### src/hdl/ucrr_pkg.sv
// shared types, codes and constants of the usb control request responder
`default_nettype none

package ucrr_pkg;

    // default sizes
    localparam int PACKET_SIZE_DEF  = 64;
    localparam int STRING_SLOTS_DEF = 4;

    // configuration port
    localparam int CFG_INDEX_W = 3;
    localparam int CFG_DATA_W  = 16;
    localparam int STRING_REGS = 4;

    localparam logic [CFG_INDEX_W-1:0] CFG_NUM_CONFIGURATIONS  = 3'd0;
    localparam logic [CFG_INDEX_W-1:0] CFG_CONFIG_TOTAL_LENGTH = 3'd1;
    localparam logic [CFG_INDEX_W-1:0] CFG_STRING_COUNT        = 3'd2;
    localparam logic [CFG_INDEX_W-1:0] CFG_STRING_LENGTH_0     = 3'd3;
    localparam logic [CFG_INDEX_W-1:0] CFG_STRING_LENGTH_1     = 3'd4;
    localparam logic [CFG_INDEX_W-1:0] CFG_STRING_LENGTH_2     = 3'd5;
    localparam logic [CFG_INDEX_W-1:0] CFG_STRING_LENGTH_3     = 3'd6;

    // event kinds
    localparam logic [1:0] CMD_BUS_RESET   = 2'd0;
    localparam logic [1:0] CMD_STALL       = 2'd1;
    localparam logic [1:0] CMD_TRANSACTION = 2'd2;

    // packet identifiers
    localparam logic [3:0] PID_OUT   = 4'h1;
    localparam logic [3:0] PID_ACK   = 4'h2;
    localparam logic [3:0] PID_SETUP = 4'hD;

    localparam logic [7:0] TYPE_MASK = 8'h60;

    // standard request codes
    localparam logic [7:0] REQ_SET_ADDRESS       = 8'd5;
    localparam logic [7:0] REQ_GET_DESCRIPTOR    = 8'd6;
    localparam logic [7:0] REQ_SET_CONFIGURATION = 8'd9;

    // descriptor types
    localparam logic [7:0] DESC_DEVICE    = 8'd1;
    localparam logic [7:0] DESC_CONFIG    = 8'd2;
    localparam logic [7:0] DESC_STRING    = 8'd3;
    localparam logic [7:0] DESC_QUALIFIER = 8'd6;

    localparam logic [6:0] DEVICE_DESC_SIZE = 7'd18;
    localparam logic [6:0] CONFIG_DESC_SIZE = 7'd9;

    typedef enum logic [3:0] {
        ACT_NONE         = 4'd0,
        ACT_SEND_IN      = 4'd1,
        ACT_STALL_IN     = 4'd2,
        ACT_FWD_OUT      = 4'd3,
        ACT_FWD_SETUP    = 4'd4,
        ACT_IN_CALLBACK  = 4'd5,
        ACT_ADDR_APPLIED = 4'd6,
        ACT_CLEAR_STALL  = 4'd7,
        ACT_RESET_SEEN   = 4'd8
    } action_t;

    typedef enum logic [1:0] {
        SRC_ZERO_LENGTH = 2'd0,
        SRC_DEVICE      = 2'd1,
        SRC_CONFIG      = 2'd2,
        SRC_STRING      = 2'd3
    } source_t;

    typedef struct packed {
        logic [1:0]  cmd;
        logic [3:0]  endpoint;
        logic        is_in;
        logic [3:0]  pid;
        logic [6:0]  byte_count;
        logic [7:0]  request_type;
        logic [7:0]  request_code;
        logic [15:0] request_value;
        logic [15:0] request_length;
    } evt_t;

    typedef struct packed {
        action_t     action;
        logic [3:0]  target_endpoint;
        logic [6:0]  in_length;
        source_t     source;
        logic [7:0]  source_index;
        logic [6:0]  new_address;
        logic        rearm_control_out;
        logic        resume_packets;
        logic [6:0]  forward_size;
    } res_t;

    typedef struct packed {
        logic [7:0]                  num_configurations;
        logic [15:0]                 config_total_length;
        logic [2:0]                  string_count;
        logic [STRING_REGS-1:0][7:0] string_length;
    } cfg_t;

endpackage

`default_nettype wire

### src/hdl/ucrr_cfg.sv
// configuration register bank
`default_nettype none

module ucrr_cfg (
    input  wire logic                             clk,
    input  wire logic                             rst_n,
    input  wire logic                             cfg_write,
    input  wire logic [ucrr_pkg::CFG_INDEX_W-1:0] cfg_index,
    input  wire logic [ucrr_pkg::CFG_DATA_W-1:0]  cfg_data,
    output ucrr_pkg::cfg_t                        cfg
);

    ucrr_pkg::cfg_t cfg_reg;
    ucrr_pkg::cfg_t cfg_next;

    always_comb
    begin
        cfg_next = cfg_reg;
        if (cfg_write)
        begin
            case (cfg_index)
                ucrr_pkg::CFG_NUM_CONFIGURATIONS:  cfg_next.num_configurations = cfg_data[7:0];
                ucrr_pkg::CFG_CONFIG_TOTAL_LENGTH: cfg_next.config_total_length = cfg_data;
                ucrr_pkg::CFG_STRING_COUNT:        cfg_next.string_count = cfg_data[2:0];
                ucrr_pkg::CFG_STRING_LENGTH_0:     cfg_next.string_length[0] = cfg_data[7:0];
                ucrr_pkg::CFG_STRING_LENGTH_1:     cfg_next.string_length[1] = cfg_data[7:0];
                ucrr_pkg::CFG_STRING_LENGTH_2:     cfg_next.string_length[2] = cfg_data[7:0];
                ucrr_pkg::CFG_STRING_LENGTH_3:     cfg_next.string_length[3] = cfg_data[7:0];
                default:                           ;
            endcase
        end
    end

    always_ff @(posedge clk or negedge rst_n)
    begin
        if (!rst_n)
        begin
            cfg_reg.num_configurations  <= 8'd1;
            cfg_reg.config_total_length <= 16'd9;
            cfg_reg.string_count        <= 3'd0;
            cfg_reg.string_length       <= '0;
        end
        else
        begin
            cfg_reg <= cfg_next;
        end
    end

    assign cfg = cfg_reg;

endmodule

`default_nettype wire

### src/hdl/ucrr_decode.sv
// request decode, length clamps and the pending device address
`default_nettype none

module ucrr_decode #(
    parameter int PACKET_SIZE  = ucrr_pkg::PACKET_SIZE_DEF,
    parameter int STRING_SLOTS = ucrr_pkg::STRING_SLOTS_DEF
) (
    input  wire logic          clk,
    input  wire logic          rst_n,
    input  wire logic          adv,
    input  wire ucrr_pkg::evt_t item,
    input  wire ucrr_pkg::cfg_t cfg,
    output ucrr_pkg::res_t      result
);

    localparam logic [6:0]  PS7  = 7'(PACKET_SIZE);
    localparam logic [15:0] PS16 = 16'(PACKET_SIZE);
    localparam logic [7:0]  SLOTS8 = 8'(STRING_SLOTS);

    logic [6:0] pend_reg;
    logic [6:0] pend_next;

    logic [6:0] fsize;
    logic [6:0] wlen_clamp;
    logic [6:0] dev_len;
    logic [6:0] cfg_len;
    logic [7:0] str_sel;
    logic [6:0] str_len;
    logic [7:0] didx;
    logic [7:0] dtype;
    logic       cfg_ok;
    logic       str_ok;

    assign didx  = item.request_value[7:0];
    assign dtype = item.request_value[15:8];

    assign fsize      = (item.byte_count > PS7) ? PS7 : item.byte_count;
    assign wlen_clamp = (item.request_length < PS16) ? item.request_length[6:0] : PS7;
    assign dev_len    = (wlen_clamp < ucrr_pkg::DEVICE_DESC_SIZE) ? wlen_clamp
                                                                  : ucrr_pkg::DEVICE_DESC_SIZE;
    // long requests are cut to the total length of the configuration set
    assign cfg_len = (wlen_clamp > ucrr_pkg::CONFIG_DESC_SIZE &&
                      cfg.config_total_length < {9'd0, wlen_clamp})
                     ? cfg.config_total_length[6:0] : wlen_clamp;
    assign str_sel = cfg.string_length[didx[1:0]];
    assign str_len = ({1'b0, wlen_clamp} < str_sel) ? wlen_clamp : str_sel[6:0];
    assign cfg_ok  = (cfg.num_configurations != 8'd0) && (didx < cfg.num_configurations);
    assign str_ok  = (didx < {5'd0, cfg.string_count}) && (didx < SLOTS8);

    always_comb
    begin
        result    = '0;
        pend_next = pend_reg;
        case (item.cmd)
            ucrr_pkg::CMD_BUS_RESET:
            begin
                result.action          = ucrr_pkg::ACT_RESET_SEEN;
                result.target_endpoint = item.endpoint;
            end
            ucrr_pkg::CMD_STALL:
            begin
                result.action          = ucrr_pkg::ACT_CLEAR_STALL;
                result.target_endpoint = item.endpoint;
            end
            ucrr_pkg::CMD_TRANSACTION:
            begin
                if (item.is_in)
                begin
                    result.target_endpoint = item.endpoint;
                    if (pend_reg != 7'd0)
                    begin
                        result.action      = ucrr_pkg::ACT_ADDR_APPLIED;
                        result.new_address = pend_reg;
                        pend_next          = 7'd0;
                    end
                    else
                    begin
                        result.action = ucrr_pkg::ACT_IN_CALLBACK;
                    end
                end
                else if (item.pid == ucrr_pkg::PID_OUT)
                begin
                    result.action          = ucrr_pkg::ACT_FWD_OUT;
                    result.target_endpoint = item.endpoint;
                    result.forward_size    = fsize;
                end
                else if (item.pid == ucrr_pkg::PID_SETUP)
                begin
                    result.resume_packets = 1'b1;
                    if ((item.request_type & ucrr_pkg::TYPE_MASK) != 8'd0)
                    begin
                        result.action          = ucrr_pkg::ACT_FWD_SETUP;
                        result.target_endpoint = item.endpoint;
                        result.forward_size    = fsize;
                    end
                    else if (item.request_code inside {ucrr_pkg::REQ_SET_ADDRESS,
                                                       ucrr_pkg::REQ_SET_CONFIGURATION})
                    begin
                        if (item.request_code == ucrr_pkg::REQ_SET_ADDRESS)
                        begin
                            pend_next = item.request_value[6:0];
                        end
                        result.action            = ucrr_pkg::ACT_SEND_IN;
                        result.rearm_control_out = 1'b1;
                    end
                    else if (item.request_code == ucrr_pkg::REQ_GET_DESCRIPTOR)
                    begin
                        case (dtype)
                            ucrr_pkg::DESC_DEVICE:
                            begin
                                result.action            = ucrr_pkg::ACT_SEND_IN;
                                result.source            = ucrr_pkg::SRC_DEVICE;
                                result.in_length         = dev_len;
                                result.rearm_control_out = 1'b1;
                            end
                            ucrr_pkg::DESC_CONFIG:
                            begin
                                result.rearm_control_out = 1'b1;
                                if (cfg_ok)
                                begin
                                    result.action       = ucrr_pkg::ACT_SEND_IN;
                                    result.source       = ucrr_pkg::SRC_CONFIG;
                                    result.source_index = didx;
                                    result.in_length    = cfg_len;
                                end
                            end
                            ucrr_pkg::DESC_STRING:
                            begin
                                result.rearm_control_out = 1'b1;
                                if (str_ok)
                                begin
                                    result.action       = ucrr_pkg::ACT_SEND_IN;
                                    result.source       = ucrr_pkg::SRC_STRING;
                                    result.source_index = didx;
                                    result.in_length    = str_len;
                                end
                            end
                            ucrr_pkg::DESC_QUALIFIER:
                            begin
                                result.action            = ucrr_pkg::ACT_STALL_IN;
                                result.rearm_control_out = 1'b1;
                            end
                            default: ;
                        endcase
                    end
                end
            end
            default: ;
        endcase
    end

    always_ff @(posedge clk or negedge rst_n)
    begin
        if (!rst_n)
        begin
            pend_reg <= 7'd0;
        end
        else if (adv)
        begin
            pend_reg <= pend_next;
        end
    end

    // an applied address is consumed
    a_pend_cleared: assert property (@(posedge clk) disable iff (!rst_n)
        adv && item.cmd == ucrr_pkg::CMD_TRANSACTION && item.is_in && pend_reg != 7'd0
        |=> pend_reg == 7'd0)
        else $error("pending address not cleared after being applied");

    a_pend_hold: assert property (@(posedge clk) disable iff (!rst_n)
        !adv |=> $stable(pend_reg))
        else $error("pending address changed without a transaction");

    a_addr_applied: assert property (@(posedge clk) disable iff (!rst_n)
        adv && result.action == ucrr_pkg::ACT_ADDR_APPLIED
        |-> result.new_address == pend_reg && pend_reg != 7'd0)
        else $error("address applied without a pending address");

endmodule

`default_nettype wire

### src/hdl/usb_control_request_responder_unit.sv
// top level of the usb control request responder: input register, decode, result register
//
// channel  | handshake             | payload
// evt      | evt_valid / evt_stall | ucrr_pkg::evt_t, one device event
// res      | res_valid / res_stall | ucrr_pkg::res_t, one reply per event
// cfg      | cfg_write             | cfg_index, cfg_data
//
// one event per cycle unless stalled; a result is registered once its event is decoded
// the rate is set by the single decode stage between the input and result registers
// reset clears both stage valids and the pending address, and loads register defaults
// a stalled result holds; evt_stall rises only when both stages are full
`default_nettype none

module usb_control_request_responder_unit #(
    parameter int PACKET_SIZE  = ucrr_pkg::PACKET_SIZE_DEF,
    parameter int STRING_SLOTS = ucrr_pkg::STRING_SLOTS_DEF
) (
    input  wire logic                             clk,
    input  wire logic                             rst_n,
    input  wire logic                             evt_valid,
    output      logic                             evt_stall,
    input  wire ucrr_pkg::evt_t                   evt,
    output      logic                             res_valid,
    input  wire logic                             res_stall,
    output ucrr_pkg::res_t                        res,
    input  wire logic                             cfg_write,
    input  wire logic [ucrr_pkg::CFG_INDEX_W-1:0] cfg_index,
    input  wire logic [ucrr_pkg::CFG_DATA_W-1:0]  cfg_data
);

    ucrr_pkg::cfg_t cfg;
    ucrr_pkg::res_t dec_result;

    logic           s1_valid_reg;
    logic           s1_valid_next;
    ucrr_pkg::evt_t s1_item_reg;
    ucrr_pkg::evt_t s1_item_next;
    logic           out_valid_reg;
    logic           out_valid_next;
    ucrr_pkg::res_t out_item_reg;
    ucrr_pkg::res_t out_item_next;

    logic out_free;
    logic s1_adv;
    logic evt_take;

    ucrr_cfg u_cfg (
        .clk       (clk),
        .rst_n     (rst_n),
        .cfg_write (cfg_write),
        .cfg_index (cfg_index),
        .cfg_data  (cfg_data),
        .cfg       (cfg)
    );

    ucrr_decode #(
        .PACKET_SIZE  (PACKET_SIZE),
        .STRING_SLOTS (STRING_SLOTS)
    ) u_decode (
        .clk    (clk),
        .rst_n  (rst_n),
        .adv    (s1_adv),
        .item   (s1_item_reg),
        .cfg    (cfg),
        .result (dec_result)
    );

    assign out_free  = !out_valid_reg || !res_stall;
    assign s1_adv    = s1_valid_reg && out_free;
    assign evt_stall = s1_valid_reg && !out_free;
    assign evt_take  = evt_valid && !evt_stall;

    always_comb
    begin
        s1_valid_next  = evt_take ? 1'b1 : (s1_adv ? 1'b0 : s1_valid_reg);
        s1_item_next   = evt_take ? evt : s1_item_reg;
        out_valid_next = s1_adv ? 1'b1 : (res_stall ? out_valid_reg : 1'b0);
        out_item_next  = s1_adv ? dec_result : out_item_reg;
    end

    always_ff @(posedge clk or negedge rst_n)
    begin
        if (!rst_n)
        begin
            s1_valid_reg  <= 1'b0;
            out_valid_reg <= 1'b0;
        end
        else
        begin
            s1_valid_reg  <= s1_valid_next;
            out_valid_reg <= out_valid_next;
        end
    end

    always_ff @(posedge clk)
    begin
        s1_item_reg  <= s1_item_next;
        out_item_reg <= out_item_next;
    end

    assign res_valid = out_valid_reg;
    assign res       = out_item_reg;

    a_stall_full: assert property (@(posedge clk) disable iff (!rst_n)
        evt_stall |-> s1_valid_reg && out_valid_reg)
        else $error("input stalled with a free stage");

    a_adv_result: assert property (@(posedge clk) disable iff (!rst_n)
        s1_adv |=> res_valid)
        else $error("decoded transaction lost on the way to the result register");

    a_len_bound: assert property (@(posedge clk) disable iff (!rst_n)
        res_valid |-> res.in_length <= 7'(PACKET_SIZE) && res.forward_size <= 7'(PACKET_SIZE))
        else $error("length above packet size");

endmodule

`default_nettype wire
### config.mk
export PLATFORM = sky130hd
export DESIGN_NAME = usb_control_request_responder_unit
export DESIGN_NICKNAME = d
export VERILOG_FILES = /design/src/hdl/ucrr_pkg.sv /design/src/hdl/ucrr_cfg.sv /design/src/hdl/ucrr_decode.sv /design/src/hdl/usb_control_request_responder_unit.sv
export SDC_FILE = /design/constraint.sdc
export NUM_CORES = 1
export LEC_CHECK = 0
export BUFFER_PORTS_ARGS = -buffer_cell sky130_fd_sc_hd__buf_2
export CAP_MARGIN = 20
export CORE_MARGIN = 2
export CORE_UTILIZATION = 60
export CTS_CLUSTER_DIAMETER = 60
export CTS_CLUSTER_SIZE = 30
export DETAILED_ROUTE_END_ITERATION = 7
export PLACE_DENSITY_LB_ADDON = 0.15
export SYNTH_ARGS = -nofsm -noshare
export SYNTH_HDL_FRONTEND = slang
export SYNTH_SLANG_ARGS = --single-unit
### constraint.sdc
create_clock -name clk -period 7.3 [get_ports clk]
set_input_delay 0.365 -clock clk [delete_from_list [all_inputs] [get_ports clk]]
set_output_delay 0.365 -clock clk [all_outputs]
set_load 0.01 [all_outputs]
Yosys cells after proc, flatten, opt, wreduce, memory -nomap -nowiden --
Cells that the tools add are included.
Storage, ports and cells: bits in registers 174, bits in latches 0, bits in writable memories 0, ROM bits 0, input bits 90, output and inout bits 43, word-level logic and storage cells 140, memories kept 0
Operators by class: $add $sub $neg 0, multiply operators 0, divide/modulo/power cells 0, $lt $le $gt $ge 10, equal/unequal tests 21, shift-type cells 0, multiplexer cells 43, bitwise gates (word level) 3, reductions and logical operators 35
Operators with widths (number):
- 7-bit 2-to-1 mux | 14
- 17-bit 2-to-1 mux | 5
- 8-bit 2-to-1 mux | 4
- 9-bit case mux with 3 select lines | 1
- 25-bit 2-to-1 mux | 1
- 8-bit by 3-bit equality test with 1-bit output (second input constant) | 3
- 8-bit case mux with 3 select lines | 1
- 8-bit binary-select mux with 2-bit select | 1
- 8-bit by 2-bit equality test with 1-bit output (second input constant) | 2
- 16-bit by 7-bit < comparator with 1-bit output | 1
- 16-bit by 7-bit < comparator with 1-bit output (second input constant) | 1
- 4-bit 2-to-1 mux | 4
- 4-bit case mux with 4 select lines | 1
- 8-bit case mux with 2 select lines | 1
- 8-bit nonzero test | 2
- 2-bit AND reduction | 7
- 2-bit nonzero test | 5
- 3-bit equality test (second input constant) | 3
- 1-bit 2-to-1 mux | 9
- 8-bit by 1-bit equality test with 1-bit output (second input constant) | 1
- 8-bit by 4-bit equality test with 1-bit output (second input constant) | 1
- 7-bit by 8-bit < comparator with 1-bit output | 1
- 8-bit by 3-bit < comparator with 1-bit output | 1
- 8-bit by 3-bit < comparator with 1-bit output (second input constant) | 1
- other kinds (28) | 41

Longest topological paths before layout --
depth after elaboration 14, gate-level depth with buffers 12, gate-level depth less buffers 12

Hierarchy --
Synthesis repeated with hierarchy kept, for this count alone.
Unflattened totals: cells, all modules 516, area, all modules 7669.9 um^2
By module, submodules not included:
- usb_control_request_responder_unit | times used 1, cells each 115, area each 3305.7 um^2, seq. area each 3263.1 um^2
- ucrr_cfg | times used 1, cells each 132, area each 2326.0 um^2, seq. area each 1480.2 um^2
- ucrr_decode | times used 1, cells each 269, area each 2038.2 um^2, seq. area each 175.2 um^2

Least setup slack after synthesis --
No wires, ideal clock.
kind reg-to-reg, start point register s1_item_reg[16] (netlist bit), end point register out_item_reg (netlist bit res[28]), data pin, setup time 0.261 ns, arrival time 2.887 ns, required time 7.039 ns, slack 4.153 ns, cell stages (with the launch flop) 11, buffers on the path 1, clock period less this slack 3.147 ns, cell sequence edfxtp_1 -> buf_2 -> mux4_2 -> inv_1 -> ha_1 -> a21o_1 -> a221oi_1 -> a21oi_1 -> nor2_1 -> o32ai_1 -> a221o_1
Between the ends: longest elaborated chain between the ends 6, elaborated cells between the ends (all ways) 12, those cells by class order compare: 4; mux: 6; reduce/logical: 2
RTL lines:
- from (decl) | RTL line usb_control_request_responder_unit.sv:36 | ucrr_pkg::evt_t s1_item_reg;
- from (signal assigned) | RTL line usb_control_request_responder_unit.sv:97 | s1_item_reg <= s1_item_next;
- 8-bit binary-select mux with 2-bit select | RTL line ucrr_decode.sv:45 | assign str_sel = cfg.string_length[didx[1:0]];
- 8-bit 2-to-1 mux (implied by the code) | RTL line ucrr_decode.sv:45
- 7-bit by 8-bit < comparator with 1-bit output | RTL line ucrr_decode.sv:46 | assign str_len = ({1'b0, wlen_clamp} < str_sel) ? wlen_clamp : str_sel[6:0];
- 7-bit 2-to-1 mux | RTL line ucrr_decode.sv:46
- 17-bit 2-to-1 mux | RTL line ucrr_decode.sv:130 | if (str_ok)
- 9-bit case mux with 3 select lines * | RTL line ucrr_decode.sv:108 | case (dtype)
- to (signal assigned) | RTL line usb_control_request_responder_unit.sv:98 | out_item_reg <= out_item_next;
- to (decl) | RTL line usb_control_request_responder_unit.sv:40 | ucrr_pkg::res_t out_item_reg;
Every way passes the cells marked *; elsewhere a longest branch is shown, timed or not. The select of a mux whose other input is x is not followed. A chain may end at the register's enable or synchronous reset.

Worst setup path after layout --
start point register s1_item_reg[16] (netlist bit), end point register out_item_reg (netlist bit res[30]), data pin
The elaborated chain is that of the path after synthesis.

==> metrics.yaml <==
yosys:
  ys_seq_elements: 169
  yosysSeqAreaShare: 0.639
  synth_fa_ha_area_frac: 0.0354
  synth_cells: 516
  synth_xor_xnor_area_share: 0
  synth_compound_area_frac: 0.0619
  synthArstFlopShare: 0.402
  ys.flop_type: "edfxtp_1"
  synth_cell_type_count: 60
  syn_area_um2: 7420
  synth_top_family_by_area: "simple AND/OR/NAND/NOR gates"
  synth-simple-area-share: 0.128
  synth_enable_flop_cells: 101
  synthMuxAreaShare: 0.118
  syn_nets: 627
  yosysWarnings: 0
  synth_area_per_cell_um2: 14.4
global_routing:
  grt_pass1_vias: 4756
  grt_pass1_wl_um: 24200
  grtUsageMet1: 0.334
  overflow: 0
  track_usage: 0.248
  grt_max_degree: 69
  grt_busiest_layer: "met2"
  met2_usage: 0.383
  grt_use_met3: 0.0907
  antenna_found_initial: 0
floorplan:
  dieHeight_um: 115
  die_x_um: 115
  rows: 40
  io_pins: 133
  start_util: 0.615
  core_area_um2: 12100
  dieArea_um2: 13300
clock_network:
  cts-resized-gates: 0
  cts.htree.levels: 4
  holdBufCountCts: 0
  cts_tree: "built"
  clk_pin_slew_worst_paths_ps: 70
  clkSinkCount: 169
  clockBufferDepth: 2
  cts-root-buf: "clkbuf_16"
  cts_buffers: 17
  clock_latency_ps: 430
  post-cts-setup-buffers: 0
final_layout:
  areaGrowthSynthToFinish_pct: 18.5
  multiInputGateArea_um2: 2550
  seq_area_um2: 4740
  fin_nets: 767
  diodes: 0
  fin_util: 0.729
  largest_reg_flops: 60
  fillers: 827
  layout-drive-gt1-share: 0.369
run:
  maxCapViolCount: 0
power:
  peakVddDrop_uv: 221
  power_density_nw_per_um2: 262
  leakagePower_nw: 3.80
setup_path:
  path_max_fanout: 14
  critPathKind: "reg -> reg"
  arrival_ps: 3990
  cp_data_required_time_ps: 7440
  ff2ff_path_depth: 9
  cp-start-kind: "flip-flop"
  cp-end-kind: "flip-flop"
sta:
  fin_skew_ps: 9.37
  finalCriticalPeriod_ps: 3850
  finalCritPeriodShare: 0.527
  slew_headroom: 0.348
  rsz0062_at_grt: "no"
  worst_pin_slew_ps: 978
  slew_viol_final: 0
  hold_viol_final: 0
  tns_ps: 0
  fmax_mhz: 260
  setup_viol: 0
place:
  gp_congestion: 0.912
  dp_hpwl_um: 11000
  portBuffers: 126
worst_hold_path:
  hold_path.class: "in -> reg"
  min_path_cells: 1
routing:
  wl_per_cell_um: 18.4
  ant_nets: 0
  drc: 0
  drt_iter0_drc: 412
  vias_per_cell: 5.69
  vias: 4760
  drt_pre_antenna_iters: 5
  wirelength_um: 15400
outcome:
  status: "finished, final reports clean"
[cell type report]
type                    count  area share
flip-flops and latches    169       0.539
multi-input cells         313       0.291
repair buffers            130      0.0751
clock buffers              24      0.0559
well taps                 168      0.0239
inverters                  25      0.0107
clock inverters             8     0.00498
[cell usage in the layout (no fill, tap or decap), types with 4 or more instances in the layout]
master,synthesis,routed
clkbuf_8,0,4
nand2b_1,8,8
and3_1,11,11
nor2_1,23,23
edfxtp_1,101,101
clkbuf_16,0,17
buf_2,1,126
nand3_1,4,4
dfrtp_1,65,65
buf_4,0,4
nand4b_1,5,5
inv_1,25,25
nor2b_1,10,10
a21oi_1,6,6
nand2_1,27,27
nor3_1,5,5
a211oi_1,6,6
nor4_1,7,7
clkinv_2,0,5
nand4_1,8,8
o21ai_0,22,22
ha_1,21,21
and2_1,20,18
mux2_2,58,58
mux2i_1,9,9
mux4_2,6,6
[kinds of logic (layout without fill, tap and decap cells)]
logic type	Yosys count	in the layout
AOI/OAI and AO/OA	64	64
and+or+nand+nor	155	155
muxes	73	73
adders and majority gates	21	21
buffers and inverters	34	187
DFF	169	169
[worst paths after layout]
check / endpoint / start / slack (ps)
max: res[30] / s1_item_reg[16] / 3450
min: s1_item_reg[35] / evt[35] / 100
max reg2reg: res[30] / s1_item_reg[16] / 3450
min reg2reg: res_valid / s1_valid_reg / 490
max in group asynchronous: u_cfg.cfg[32] / rst_n / 6620
min in group asynchronous: u_cfg.cfg[45] / rst_n / 110
[routing by layer]
metal	vias up	routed length (µm)
met5	-	0
met4	0	183
met3	21	998
met2	152	7290
met1	2349	6930
li1	2238	-
[through the flow]
step | instances | hold WS [ps] | worst slack, ps | total power (W) | area, µm²
after floorplan | 516 | 69.4 | 4150 | 0.00139 | 7420
after global placement | 805 | 464 | 3510 | 0.00148 | 8260
after detailed placement | 805 | 481 | 3510 | 0.00150 | 8260
after CTS | 837 | 83.8 | 3440 | 0.00232 | 8790
after global routing | 837 | 82.5 | 3170 | 0.00241 | 8790
final | 837 | 105 | 3450 | 0.00230 | 8790
[Yosys cell counts, types with 7 or more instances]
cell type    n  area [µm²]
dfrtp_1     65        1630
nor2b_1     10        62.6
o21ai_0     22         110
and2_1      20         125
nand2b_1     8        50.1
nand4_1      8        50.1
nor4_1       7        43.8
nor2_1      23        86.3
and3_1      11        68.8
nand2_1     27         101
clkbuf_1     8        30.0
inv_1       25        93.8
mux2i_1      9        90.1
edfxtp_1   101        3030
mux2_2      58         653
ha_1        21         263
[report_power, final]
part           switching (W)  internal [W]  leakage (nW)
Clock               0.000352      0.000468         0.275
Combinational       0.000145      0.000138          1.71
Sequential         0.0000641       0.00114          1.81
Total               0.000561       0.00174          3.80
[worst max-delay path, cell delays in order, from the launching register on]
cell      delay [ps]
edfxtp_1         860
mux2_2           410
o21ai_0          280
ha_1             330
a21o_1           160
a221oi_1         260
a21oi_1          170
nor2_1           560
mux2i_1          350
o221ai_1         170
No activity file was read; power rests on OpenSTA's default activity.
